## config.mk

```make
export PLATFORM = sky130hd
export DESIGN_NAME = tcrd_ctrl
export DESIGN_NICKNAME = d
export VERILOG_FILES = /design/src/rtl/core/tcrd_pkg.sv /design/src/rtl/core/tcrd_ctrl.sv
export VERILOG_INCLUDE_DIRS = /design/src /design/src/rtl/core
export SDC_FILE = /design/constraint.sdc
export NUM_CORES = 1
export LEC_CHECK = 0
export BUFFER_PORTS_ARGS = -buffer_cell sky130_fd_sc_hd__buf_2
export CAP_MARGIN = 15
export CORE_AREA = 2 2 39 41
export DETAILED_ROUTE_END_ITERATION = 8
export DIE_AREA = 0 0 41 43
export GPL_TIMING_DRIVEN = 0
export SYNTH_ARGS = -nofsm -noshare
export SYNTH_HDL_FRONTEND = slang
export SYNTH_SLANG_ARGS = --single-unit
export TNS_END_PERCENT = 10
```

## constraint.sdc

```tcl
create_clock -name clk_i -period 2.2 [get_ports clk_i]
set_input_delay 0.44 -clock clk_i [delete_from_list [all_inputs] [get_ports clk_i]]
set_output_delay 0.44 -clock clk_i [all_outputs]
set_load 0.02 [all_outputs]
```

## src/rtl/core/threshold_centroid_radius_detect_unit_macros.svh

```systemverilog
// Assertion macros shared by the blob detector RTL.
`ifndef THRESHOLD_CENTROID_RADIUS_DETECT_UNIT_MACROS_SVH
`define THRESHOLD_CENTROID_RADIUS_DETECT_UNIT_MACROS_SVH

// Check a property on every clock edge outside reset.
`define TCRD_ASSERT(label, prop, msg) \
  label: assert property (@(posedge clk_i) disable iff (!rst_ni) prop) \
    else $error(msg);

// Check a property on every clock edge, reset included.
`define TCRD_ASSERT_ALWAYS(label, prop, msg) \
  label: assert property (@(posedge clk_i) prop) else $error(msg);

`endif

```

## src/rtl/core/tcrd_pkg.sv

```systemverilog
// Shared types and constants of the blob centroid and radius detector.
`default_nettype none

package tcrd_pkg;

  // Field and port widths
  localparam int unsigned PIXEL_W    = 8;
  localparam int unsigned OUT_W      = 9;
  localparam int unsigned CFG_IDX_W  = 2;
  localparam int unsigned CFG_DATA_W = 10;

  // Register indexes
  localparam logic [CFG_IDX_W-1:0] CFG_THRESHOLD    = 2'd0;
  localparam logic [CFG_IDX_W-1:0] CFG_FRAME_WIDTH  = 2'd1;
  localparam logic [CFG_IDX_W-1:0] CFG_FRAME_HEIGHT = 2'd2;

  // Register reset values
  localparam logic [PIXEL_W-1:0]    THRESHOLD_RESET = 8'd0;
  localparam logic [CFG_DATA_W-1:0] FRAME_DIM_RESET = 10'd400;

  // Commands from the controller to the datapath
  typedef struct packed {
    logic accept;      // pixel word taken this cycle
    logic div_start;   // launch a division
    logic div_sel;     // 0: column sum, 1: row sum
    logic walk_init;   // start the row walk at the center column
    logic walk_adv;    // step the walk one column right
    logic walk_found;  // hit map bit at the walk column is set
    logic emit;        // load the result register
  } cmd_t;

  // Status from the datapath to the controller
  typedef struct packed {
    logic last_pixel;  // current position is the last of the frame
    logic any_hit;     // frame has at least one hit
    logic div_done;    // quotient ready
    logic map_hit;     // registered hit map bit
    logic walk_end;    // walk column is the last column
    logic out_free;    // result register can take a new word
  } sts_t;

endpackage

`default_nettype wire

```

## src/rtl/core/tcrd_ctrl.sv

```systemverilog
// Controller: frame intake, division sequencing, row walk and result hand-off.
`default_nettype none

`include "threshold_centroid_radius_detect_unit_macros.svh"

module tcrd_ctrl (
  input  wire logic           clk_i,
  input  wire logic           rst_ni,
  input  wire logic           pixel_valid_i,
  output logic                pixel_stall_o,
  input  wire tcrd_pkg::sts_t sts_i,
  output tcrd_pkg::cmd_t      cmd_o
);

  typedef enum logic [6:0] {
    ST_ACCUM   = 7'b0000001,
    ST_CHK     = 7'b0000010,
    ST_DIVX    = 7'b0000100,
    ST_DIVY    = 7'b0001000,
    ST_WALK_RD = 7'b0010000,
    ST_WALK_CK = 7'b0100000,
    ST_EMIT    = 7'b1000000
  } state_e;

  state_e state_q;
  state_e state_d;

  // Take pixel words only while gathering a frame
  assign pixel_stall_o = state_q != ST_ACCUM;

  // Next state and commands
  always_comb begin
    state_d = state_q;
    cmd_o   = '0;
    case (state_q)
      ST_ACCUM: begin
        cmd_o.accept = pixel_valid_i;
        if (pixel_valid_i && sts_i.last_pixel) begin
          state_d = ST_CHK;
        end
      end
      ST_CHK: begin
        if (sts_i.any_hit) begin
          cmd_o.div_start = 1'b1;
          cmd_o.div_sel   = 1'b0;
          state_d         = ST_DIVX;
        end else begin
          state_d = ST_EMIT;
        end
      end
      ST_DIVX: begin
        if (sts_i.div_done) begin
          cmd_o.div_start = 1'b1;
          cmd_o.div_sel   = 1'b1;
          state_d         = ST_DIVY;
        end
      end
      ST_DIVY: begin
        if (sts_i.div_done) begin
          cmd_o.walk_init = 1'b1;
          state_d         = ST_WALK_RD;
        end
      end
      ST_WALK_RD: begin
        state_d = ST_WALK_CK;
      end
      ST_WALK_CK: begin
        if (sts_i.map_hit) begin
          cmd_o.walk_found = 1'b1;
          state_d          = ST_EMIT;
        end else if (sts_i.walk_end) begin
          state_d = ST_EMIT;
        end else begin
          cmd_o.walk_adv = 1'b1;
          state_d        = ST_WALK_RD;
        end
      end
      ST_EMIT: begin
        if (sts_i.out_free) begin
          cmd_o.emit = 1'b1;
          state_d    = ST_ACCUM;
        end
      end
      default: begin
        state_d = ST_ACCUM;
      end
    endcase
  end

  always_ff @(posedge clk_i or negedge rst_ni) begin
    if (!rst_ni) begin
      state_q <= ST_ACCUM;
    end else begin
      state_q <= state_d;
    end
  end

  `TCRD_ASSERT(a_state_onehot, $onehot(state_q), "controller state not one-hot")
  `TCRD_ASSERT(a_div_done_state, sts_i.div_done |-> (state_q == ST_DIVX || state_q == ST_DIVY), "divider done outside a divide state")
  `TCRD_ASSERT(a_check_after_read, (state_q == ST_WALK_CK) |-> $past(state_q == ST_WALK_RD), "hit map checked without a read")

endmodule

`default_nettype wire
```

Word level (Yosys, flattened, before mapping)
Index checks and enable logic that the tools add are counted.

Bits in registers: 7. Bits of input ports: 9. Output and inout bits: 8. Word-level logic and storage cells: 35.

Equality and inequality tests: 12. Muxes and demuxes: 20. Reductions and logical operators: 2.

Operator list (count): $mux 7 (7); $pmux 7 s7 (1); $mux 1 (8); $ne 2x2->1 const B (4); $eq 7x1->1 const B (1); $eq 7x2->1 const B (1); $eq 7x3->1 const B (1); $eq 7x4->1 const B (1); $eq 7x5->1 const B (1); $eq 7x6->1 const B (1); $eq 7x7->1 const B (1); $ne 7x1->1 const B (1); $mux 2 (3); $pmux 2 s2 (1); $reduce_and 4->1 (1); $logic_and 1x1->1 (1).

Longest topological paths before layout
Gate-level depths: netlist of the first run.

Depth after elaboration: 3. Gate-level depth with buffers: 4. Mapped depth without buffers: 4.

Least setup slack after synthesis of the first run
Ideal clock, no wire load.

Path kind: register to output. Start: register state_q[1]. End: output cmd_o[5] (netlist bit). Arrival time: 1.429 ns. Data required time: 1.760 ns. Path slack: 0.331 ns. Cell stages (with the launch flop): 5. Path buffers: 0. Cell sequence: dfrtp_1 nor4_1 nand2b_1 nor2_1 a21o_1.

RTL lines: from (decl) (RTL line tcrd_ctrl.sv:25) `state_e state_q;`; from (signal assigned) (RTL line tcrd_ctrl.sv:94) `state_q <= state_d;`; to (decl) (RTL line tcrd_ctrl.sv:12) `output tcrd_pkg::cmd_t cmd_o`.

==> metrics, run 1 <==
VDD IR max=636.0 uV; via count=474; CTS buffer count=3; synthesized flop and latch total=7; first-pass GRT wire length=1731 um; clock root buffer=clkbuf_4; Core Rows=14; P_leak=0.3205 nW; gr ovfl total=0; unrepaired setup endpoints after global routing=yes; largest net degree at the start of global routing=10; most frequent cells in the layout=buf_2 (16), nor2_1 (7), dfrtp_1 (6); most common cell after layout, fill and taps aside=buf_2; Antenna Diode Count=0; vias in the first global route=384; synthesized area=491.7 sq um; Distinct cells, synth=33; Starting Density=0.3553; status=finished, final reports clean; buffers added on ports=16; DRT Pass-1 Iters=4; CTS tree=yes; Synth top area share=0.3053; nature of the critical path startpoint=flop; clock-pin transition on the worst setup and hold timing paths=0.06 ns; Resized cells post-CTS=0; Biggest register=state_q; Final Max Slew Viols=0; post-synthesis sequential area ratio=0.3588; area leader, netlist=dfrtp_1; clock latency on the worst-skew pair=0.26 ns; die area=1763 sq um; Horiz. Die Dim=41 um; worst-path fanout max=9; die height=43 um; Antenna Violating Nets Remaining=0; fin worst setup slack=0.01512 ns; Setup CP Type=flop to primary output; syn nets=61; hold buffer count at cts=0; power per cell area=929.2 nW/um^2; Max-slew headroom=0.7680; max reg flops=7; clock skew=0.001898 ns; Place WS=0.2992 ns; CP arrival=1.74 ns; DRT Wirelength=1123 um; hold crit path type=input pin to async pin; Period minus WS final=2.185 ns; # IOs=17; final hold vios=0; Detailed Place HPWL=839.6 um; Avg Vias per Cell=5.386; Synth Instances=52; final period utilization=0.9931; # H-tree levels=1; Iteration-0 DRC Markers=5; Avg Inst Size Synth=9.456 sq um; layout cells sized above 1=0.4167; initial antenna violation count=0; Core Region=1384 sq um; per-cell routed wire length=12.76 um; Synth area leaders=dfrtp_1 (31%), nor2_1 (6.1%), dfstp_2 (5.3%); fin util=0.4575; final setup fails=0; max_cap viols=0; DR DRC count=0; Post-CTS Setup Repair Bufs=0; Area Overhead vs Synth=28.75%; Regs by FF count=state_q x7; CP Capture Type=primary output; Max Root-Sink Buffers=2; routability cong.=0.7685; total negative setup slack=0 ns; fmax=457.7 MHz; NumNets Final=82; total power=0.5883 mW; global-route usage over all layers=0.1466; CP required=1.76 ns; Tightest Pin Transition=0.3470 ns; yosys warns=0; clock sink total=7
==> report_power, final <==
group	switching [mW]	leakage [nW]	internal [mW]
logic	0.147	0.212	0.122
clock network	0.0535	0.0150	0.0696
registers	0.0397	0.0936	0.157
==> critical path, cell delays in order, from the launching register on <==
cell     delay [ns]
dfrtp_1        0.46
nor3_4         0.35
and4b_1        0.28
nor3b_4        0.20
buf_2          0.19
==> area by class of cell <==
type	instances	area, sq um
inverter	2	7.507
tap	16	20.02
clock buffer	4	26.28
sequential	7	176.4
timing repair buffer	16	80.08
fill	143	750.7
multi-input combinational	43	322.8
==> Yosys cell counts (all sizes together) <==
master  number
nor2         8
dfrtp        6
and2         3
nand2        3
nand2b       3
and4b        2
inv          2
nand3        2
nor3         2
a211o        1
a211oi       1
a21boi       1
a21o         1
a21oi        1
a22o         1
a31oi        1
and3         1
dfstp        1
nand3b       1
nor3b        1
nor4         1
nor4b        1
o21a         1
o21ai        1
o21ba        1
o221ai       1
o31a         1
o31ai        1
or3          1
xnor2        1
==> metrics by stage <==
step | hold slack [ns] | instances | instance area, sq um
after floorplan | 0.1444 | 52 | 491.7
after global placement | 0.2886 | 84 | 591.8
after detailed placement | 0.2878 | 84 | 591.8
after CTS | 0.007146 | 88 | 618.1
after global routing | 0.01273 | 88 | 633.1
final | 0.008514 | 88 | 633.1
==> worst paths after layout <==
check	start	end	slack, ns	cells after the start
hold / removal	rst_ni	state_q[2]	0.009	1
max in group asynchronous	rst_ni	state_q[0]	1.96	1
setup reg to reg	state_q[2]	state_q[4]	0.63	4
setup / recovery	state_q[2]	cmd_o[2]	0.02	4
hold reg to reg	state_q[0]	state_q[0]	0.68	4
min in group clk_i	sts_i[0]	state_q[6]	0.41	2
==> routing by layer <==
| layer | share of wire | up-vias | track usage |
|---|---|---|---|
| met5 | 0 | - | 0 |
| met1 | 0.48 | 215 | 0.2105 |
| met4 | 0.011 | 0 | 0.08000 |
| met3 | 0.073 | 2 | 0.03141 |
| met2 | 0.43 | 18 | 0.1969 |
| li1 | - | 239 | - |
==> cell families after synthesis <==
kind of cell / Yosys count / share of synthesized area
buf+inv: 2 / 0.01527
flops: 7 / 0.3588
simple gates: 29 / 0.3944
xor+xnor: 1 / 0.01781
compound gates: 13 / 0.2138
Note: power is estimated with default switching activity, not from simulation.
==> run 2, diff against run 1 <==
--- a/config.mk
+++ b/config.mk
@@ -7,11 +7,11 @@
 export NUM_CORES = 1
 export LEC_CHECK = 0
 export BUFFER_PORTS_ARGS = -buffer_cell sky130_fd_sc_hd__buf_2
-export CAP_MARGIN = 15
 export CORE_AREA = 2 2 39 41
 export DETAILED_ROUTE_END_ITERATION = 8
 export DIE_AREA = 0 0 41 43
 export GPL_TIMING_DRIVEN = 0
+export PLACE_DENSITY = 0.74
 export SYNTH_ARGS = -nofsm -noshare
 export SYNTH_HDL_FRONTEND = slang
 export SYNTH_SLANG_ARGS = --single-unit
==> run 2 against run 1 <==
Net effect:
- critical path depth grew 1
- first-iteration DRC count grew 80%
- sequential power is essentially flat
- final cell count grew 1.1%
- worst setup slack gained 0.11 ns
- sequential share of layout area shrank 0.33 points
- wire length grew 6.7%
- combinational power grew 3%
- clock-buffer cell count is the same
- utilization grew 0.54 points
- critical endpoint is now cmd_o[3]
- largest cell class unchanged
==> metrics, run 2 (synthesis results as in run 1) <==
CTS tree=yes (unchanged); DRT Pass-1 Iters=5 (was 4); Iteration-0 DRC Markers=9 (was 5); Setup CP Type=flop to primary output (unchanged); Regs by FF count=state_q x7 (unchanged); Core Region=1384 sq um (unchanged); first-pass GRT wire length=1863 um (was 1731 um); total power=0.5933 mW (was 0.5883 mW); met3 wire length=78 um (was 82 um); unrepaired setup endpoints after global routing=no (was yes); die area=1763 sq um (unchanged); gr ovfl total=0 (unchanged); P_leak=0.3247 nW (was 0.3205 nW); VDD IR max=521.8 uV (was 636.0 uV); CTS buffer count=3 (unchanged); fill cell count=144 (was 143); Horiz. Die Dim=41 um (unchanged); Antenna Diode Count=0 (unchanged); Non-Filler Instances=89 (was 88); Starting Density=0.3553 (unchanged); met2 wire len=581 um (was 484 um); top sig layer=met3 (was met4); Biggest register=state_q (unchanged); clock sink total=7 (unchanged); register area=176.4 sq um (unchanged); CP required=1.76 ns (about the same); CP arrival=1.64 ns (was 1.74 ns); Final Instance Area=640.6 sq um (was 633.1 sq um); Core Rows=14 (unchanged); final period utilization=0.9444 (was 0.9931); clock skew=0.009349 ns (was 0.001898 ns); initial antenna violation count=0 (unchanged); final hold vios=0 (unchanged); Final Max Slew Viols=0 (unchanged); max reg flops=7 (unchanged); NumNets Final=83 (was 82); power per cell area=926.1 nW/um^2 (was 929.2 nW/um^2); final setup fails=0 (unchanged); Placed Cells=84 (unchanged); buffers added on ports=16 (unchanged); # H-tree levels=1 (unchanged); DR DRC count=0 (unchanged); Max-slew headroom=0.7547 (was 0.7680); Antenna Violating Nets Remaining=0 (unchanged); clock latency on the worst-skew pair=0.26 ns (about the same); layout cells sized above 1=0.4247 (was 0.4167); Area Overhead vs Synth=30.28% (was 28.75%); routability cong.=0.7978 (was 0.7685); via count=486 (was 474); per-cell routed wire length=13.46 um (was 12.76 um); Period minus WS final=2.078 ns (was 2.185 ns); CP Capture Type=primary output (unchanged); clock root buffer=clkbuf_4 (unchanged); nature of the critical path startpoint=flop (unchanged); hold crit path type=input pin to async pin (unchanged); most frequent cells in the layout=buf_2 (16), nor2_1 (7), dfrtp_1 (6) (unchanged); Tightest Pin Transition=0.3671 ns (was 0.3470 ns); max_cap viols=0 (unchanged); fmax=481.3 MHz (was 457.7 MHz); area of the multi-input gates=322.8 sq um (unchanged); DRT Wirelength=1198 um (was 1123 um); largest net degree at the start of global routing=9 (was 10); clock-pin transition on the worst setup and hold timing paths=0.06 ns (about the same); Max Root-Sink Buffers=2 (unchanged); Cell Area, Placed=591.8 sq um (unchanged); Detailed Place HPWL=884.6 um (was 839.6 um); most common cell after layout, fill and taps aside=buf_2 (unchanged); Avg Vias per Cell=5.461 (was 5.386); status=finished, final reports clean (unchanged); worst-path fanout max=7 (was 9); total negative setup slack=0 ns (unchanged); M1 wire length=538 um (was 544 um); die height=43 um (unchanged); # IOs=17 (unchanged); vias in the first global route=414 (was 384); global-route usage over all layers=0.1576 (was 0.1466)
[run 2: cell types whose count changed in the layout (fill, tap and decap cells not counted), sizes merged]
| cell | change |
|---|---|
| buf | +1 |
[run 2: worst max-delay path, stage by stage (launching register included)]
cell      delay, ns
dfstp_2        0.40
nor4_2         0.34
nand2b_1       0.16
nor2_1         0.17
and2_1         0.14
buf_2          0.16
[run 2: worst paths after layout]
check / end / cells past startpoint / slack [ns] / start
max: cmd_o[3] / 5 / 0.12 / state_q[0]
min: state_q[3] / 1 / 0.01 / rst_ni
max reg2reg: state_q[4] / 5 / 0.65 / state_q[3]
min reg2reg: state_q[0] / 4 / 0.68 / state_q[0]
max in group asynchronous: state_q[0] / 1 / 1.95 / rst_ni
min in group clk_i: state_q[6] / 2 / 0.42 / sts_i[0]
[run 2: report_power, final]
part / switching [mW] / internal [mW] / leakage, nW
clock: 0.0494 / 0.0694 / 0.0150
sequential: 0.0393 / 0.157 / 0.0936
combinational: 0.150 / 0.128 / 0.216
[run 2: metrics by stage]
step	setup slack, ns	hold slack [ns]	util
global placement	0.3259	0.2832	0.4277
global route	0.02029	0.01286	0.4629
CTS	0.001180	0.01124	0.4521
detailed placement	0.2735	0.2840	0.4277
floorplan	0.3311	0.1444	-
finish	0.1223	0.01151	0.4629
[run 2: final cells by class]
class / count / area share
clock buffers: 4 / 0.04102
inverters: 2 / 0.01172
multi-input cells: 43 / 0.5039
flip-flops and latches: 7 / 0.2754
well taps: 16 / 0.03125
repair buffers: 17 / 0.1367
[run 2: metal layers]
metal	track usage	up-vias
li1	-	236
met1	0.2197	236
met2	0.2219	14
met3	0.07853	0
met4	0.02000	0
met5	0	-
[run 2: repair_timing]
action                                  4_1_cts  5_1_grt
gates cloned                                  0        0
gates resized for setup                       0        3
hold buffers                                  0        0
setup buffers                                 1        0
pin swaps                                     1        0
endpoints found under the setup margin        1        3
hold endpoints to repair                      0        0
==> run 3, diff against run 2 <==
--- a/config.mk
+++ b/config.mk
@@ -6,12 +6,14 @@
 export SDC_FILE = /design/constraint.sdc
 export NUM_CORES = 1
 export LEC_CHECK = 0
+export ABC_CLOCK_PERIOD_IN_PS = 2500
 export BUFFER_PORTS_ARGS = -buffer_cell sky130_fd_sc_hd__buf_2
 export CORE_AREA = 2 2 39 41
 export DETAILED_ROUTE_END_ITERATION = 8
 export DIE_AREA = 0 0 41 43
 export GPL_TIMING_DRIVEN = 0
 export PLACE_DENSITY = 0.74
+export SLEW_MARGIN = 10
 export SYNTH_ARGS = -nofsm -noshare
 export SYNTH_HDL_FRONTEND = slang
 export SYNTH_SLANG_ARGS = --single-unit
==> constraint.sdc (replaced) <==
create_clock -name clk_i -period 2.5 [get_ports clk_i]
set_input_delay 0.5 -clock clk_i [delete_from_list [all_inputs] [get_ports clk_i]]
set_output_delay 0.5 -clock clk_i [all_outputs]
set_load 0.02 [all_outputs]
==> run 3 against run 2 <==
Net effect:
- final cell count is 1.1% lower
- critical path depth is 1 lower
- clock-buffer cell count stayed put
- highest routed layer unchanged
==> metrics, run 3 (synthesis results as in run 1) <==
Setup CP Type=flop to primary output (unchanged); sw frac=0.4019 (was 0.4021); Iteration-0 DRC Markers=9 (unchanged); crit path from=state_q[2] (was state_q[0]); clock root buffer=clkbuf_4 (unchanged); Post-CTS Setup Repair Bufs=0 (was 1); max reg flops=7 (unchanged); most frequent cells in the layout=buf_2 (16), nor2_1 (8), dfrtp_1 (6) (was buf_2 (16), nor2_1 (7), dfrtp_1 (6)); CTS buffer count=3 (unchanged); status=finished, final reports clean (unchanged); Max Root-Sink Buffers=2 (unchanged); # H-tree levels=1 (unchanged); unrepaired setup endpoints after global routing=no (unchanged); VDD IR max=458.6 uV (was 521.8 uV); Max-slew headroom=0.5906 (was 0.7547); CTS tree=yes (unchanged); clock power share=0.206 (was 0.200); per-cell routed wire length=12.84 um (was 13.46 um); DRT Wirelength=1130 um (was 1198 um); Detailed Place HPWL=884.6 um (unchanged); layout cells sized above 1=0.3750 (was 0.4247); Flop pwr share=0.341 (was 0.331); hold crit path type=input pin to async pin (unchanged); CP arrival=1.75 ns (was 1.64 ns); DRT Pass-1 Iters=6 (was 5); Core Region=1384 sq um (unchanged); P_leak=0.3180 nW (was 0.3247 nW); first-pass GRT wire length=1814 um (was 1863 um); gr ovfl total=0 (unchanged); total power=0.5000 mW (was 0.5933 mW); Non-Filler Instances=88 (was 89); Antenna Diode Count=0 (unchanged); die area=1763 sq um (unchanged); via count=481 (was 486); Placed Cells=84 (unchanged); Horiz. Die Dim=41 um (unchanged); Antenna Violating Nets Remaining=0 (unchanged); RR Startpoint=state_q[2] (was state_q[3]); Switch Pwr=0.2010 mW (was 0.2386 mW); clock-pin transition on the worst setup and hold timing paths=0.06 ns (about the same); Tightest Pin Transition=0.6056 ns (was 0.3671 ns); nature of the critical path startpoint=flop (unchanged); Biggest register=state_q (unchanged); cell-internal power=0.2991 mW (was 0.3547 mW); hold slack=0.07144 ns (was 0.01151 ns); # IOs=17 (unchanged); Resized cells post-CTS=0 (unchanged); CP Capture Type=primary output (unchanged); routability cong.=0.7978 (unchanged); max_cap viols=0 (unchanged); final hold vios=0 (unchanged); clock latency on the worst-skew pair=0.25 ns (was 0.26 ns); NumNets Final=82 (was 83); most common cell after layout, fill and taps aside=buf_2 (unchanged); clock sink total=7 (unchanged); final period utilization=0.9001; Comb pwr share=0.452 (was 0.469); Starting Density=0.3553 (unchanged); vias in the first global route=410 (was 414); DR DRC count=0 (unchanged); final setup fails=0 (unchanged); Period minus WS final=2.250 ns; die height=43 um (unchanged); Area Overhead vs Synth=25.70% (was 30.28%); initial antenna violation count=0 (unchanged); Regs by FF count=state_q x7 (unchanged); buffers added on ports=16 (unchanged); power per cell area=809.0 nW/um^2 (was 926.1 nW/um^2); Core Rows=14 (unchanged); Final Max Slew Viols=0 (unchanged); fmax=444.4 MHz; hold buffer count at cts=0 (unchanged); largest net degree at the start of global routing=10 (was 9); worst-path fanout max=9 (was 7); global-route usage over all layers=0.1525 (was 0.1576); worst r2r path cells=4 (was 5); Avg Vias per Cell=5.466 (was 5.461); CP required=2.00 ns (was 1.76 ns); clock skew=0.008697 ns (was 0.009349 ns); total negative setup slack=0 ns (unchanged)
==> run 3: changes by cell type in the layout (fill, tap and decap cells not counted) <==
cell / previous run / this run
buf_4: 1 / 0
nor2_1: 7 / 8
nor2_2: 1 / 0
nor4_1: 0 / 1
nor4_2: 1 / 0
nor4b_1: 0 / 1
nor4b_2: 1 / 0
==> run 3: worst max-delay path, cell delays in order (launching register included) <==
cell	delay (ns)
dfrtp_1	0.46
nor3_4	0.34
and4b_1	0.30
nor3b_4	0.20
buf_2	0.19
==> run 3: area by class of cell <==
| class | instances | area, sq um |
|---|---|---|
| clock buffers | 4 | 26.28 |
| fillers | 144 | 765.7 |
| flip-flops and latches | 7 | 176.4 |
| multi-input cells | 43 | 307.8 |
| well taps | 16 | 20.02 |
| repair buffers | 16 | 80.08 |
| inverters | 2 | 7.507 |
==> run 3: power by group through the flow <==
stage,sequential [mW],combinational [mW],clock [mW]
6_report,0.171,0.226,0.103
5_1_grt,0.173,0.248,0.117
4_1_cts,0.169,0.229,0.108
3_5_place_dp,0.171,0.228,0
3_3_place_gp,0.169,0.222,0
2_1_floorplan,0.162,0.173,0
==> run 3: path summary, 6_finish.rpt <==
path,end,slack [ns]
setup / recovery,cmd_o[2],0.25
max in group asynchronous,state_q[0],2.20
setup reg to reg,state_q[4],0.94
min in group clk_i,state_q[6],0.48
hold / removal,state_q[3],0.07
hold reg to reg,state_q[5],0.67
==> run 3: per-stage QoR <==
| step | cell area, sq um | util | setup WS [ns] |
|---|---|---|---|
| 2_1_floorplan | 491.7 | - | 0.5711 |
| 3_3_place_gp | 591.8 | 0.4277 | 0.5659 |
| 3_5_place_dp | 591.8 | 0.4277 | 0.5135 |
| 4_1_cts | 618.1 | 0.4467 | 0.2328 |
| 5_1_grt | 618.1 | 0.4467 | 0.1254 |
| 6_report | 618.1 | 0.4467 | 0.2497 |
==> run 3: layer usage <==
metal | GRT usage | share of wire | routed length [um] | vias to the layer above
met5 | 0 | 0 | 0 | -
met4 | 0.02000 | 0 | 0 | 0
met3 | 0.07853 | 0.074 | 84 | 0
met2 | 0.2188 | 0.49 | 559 | 14
met1 | 0.2066 | 0.43 | 487 | 232
li1 | - | - | - | 235
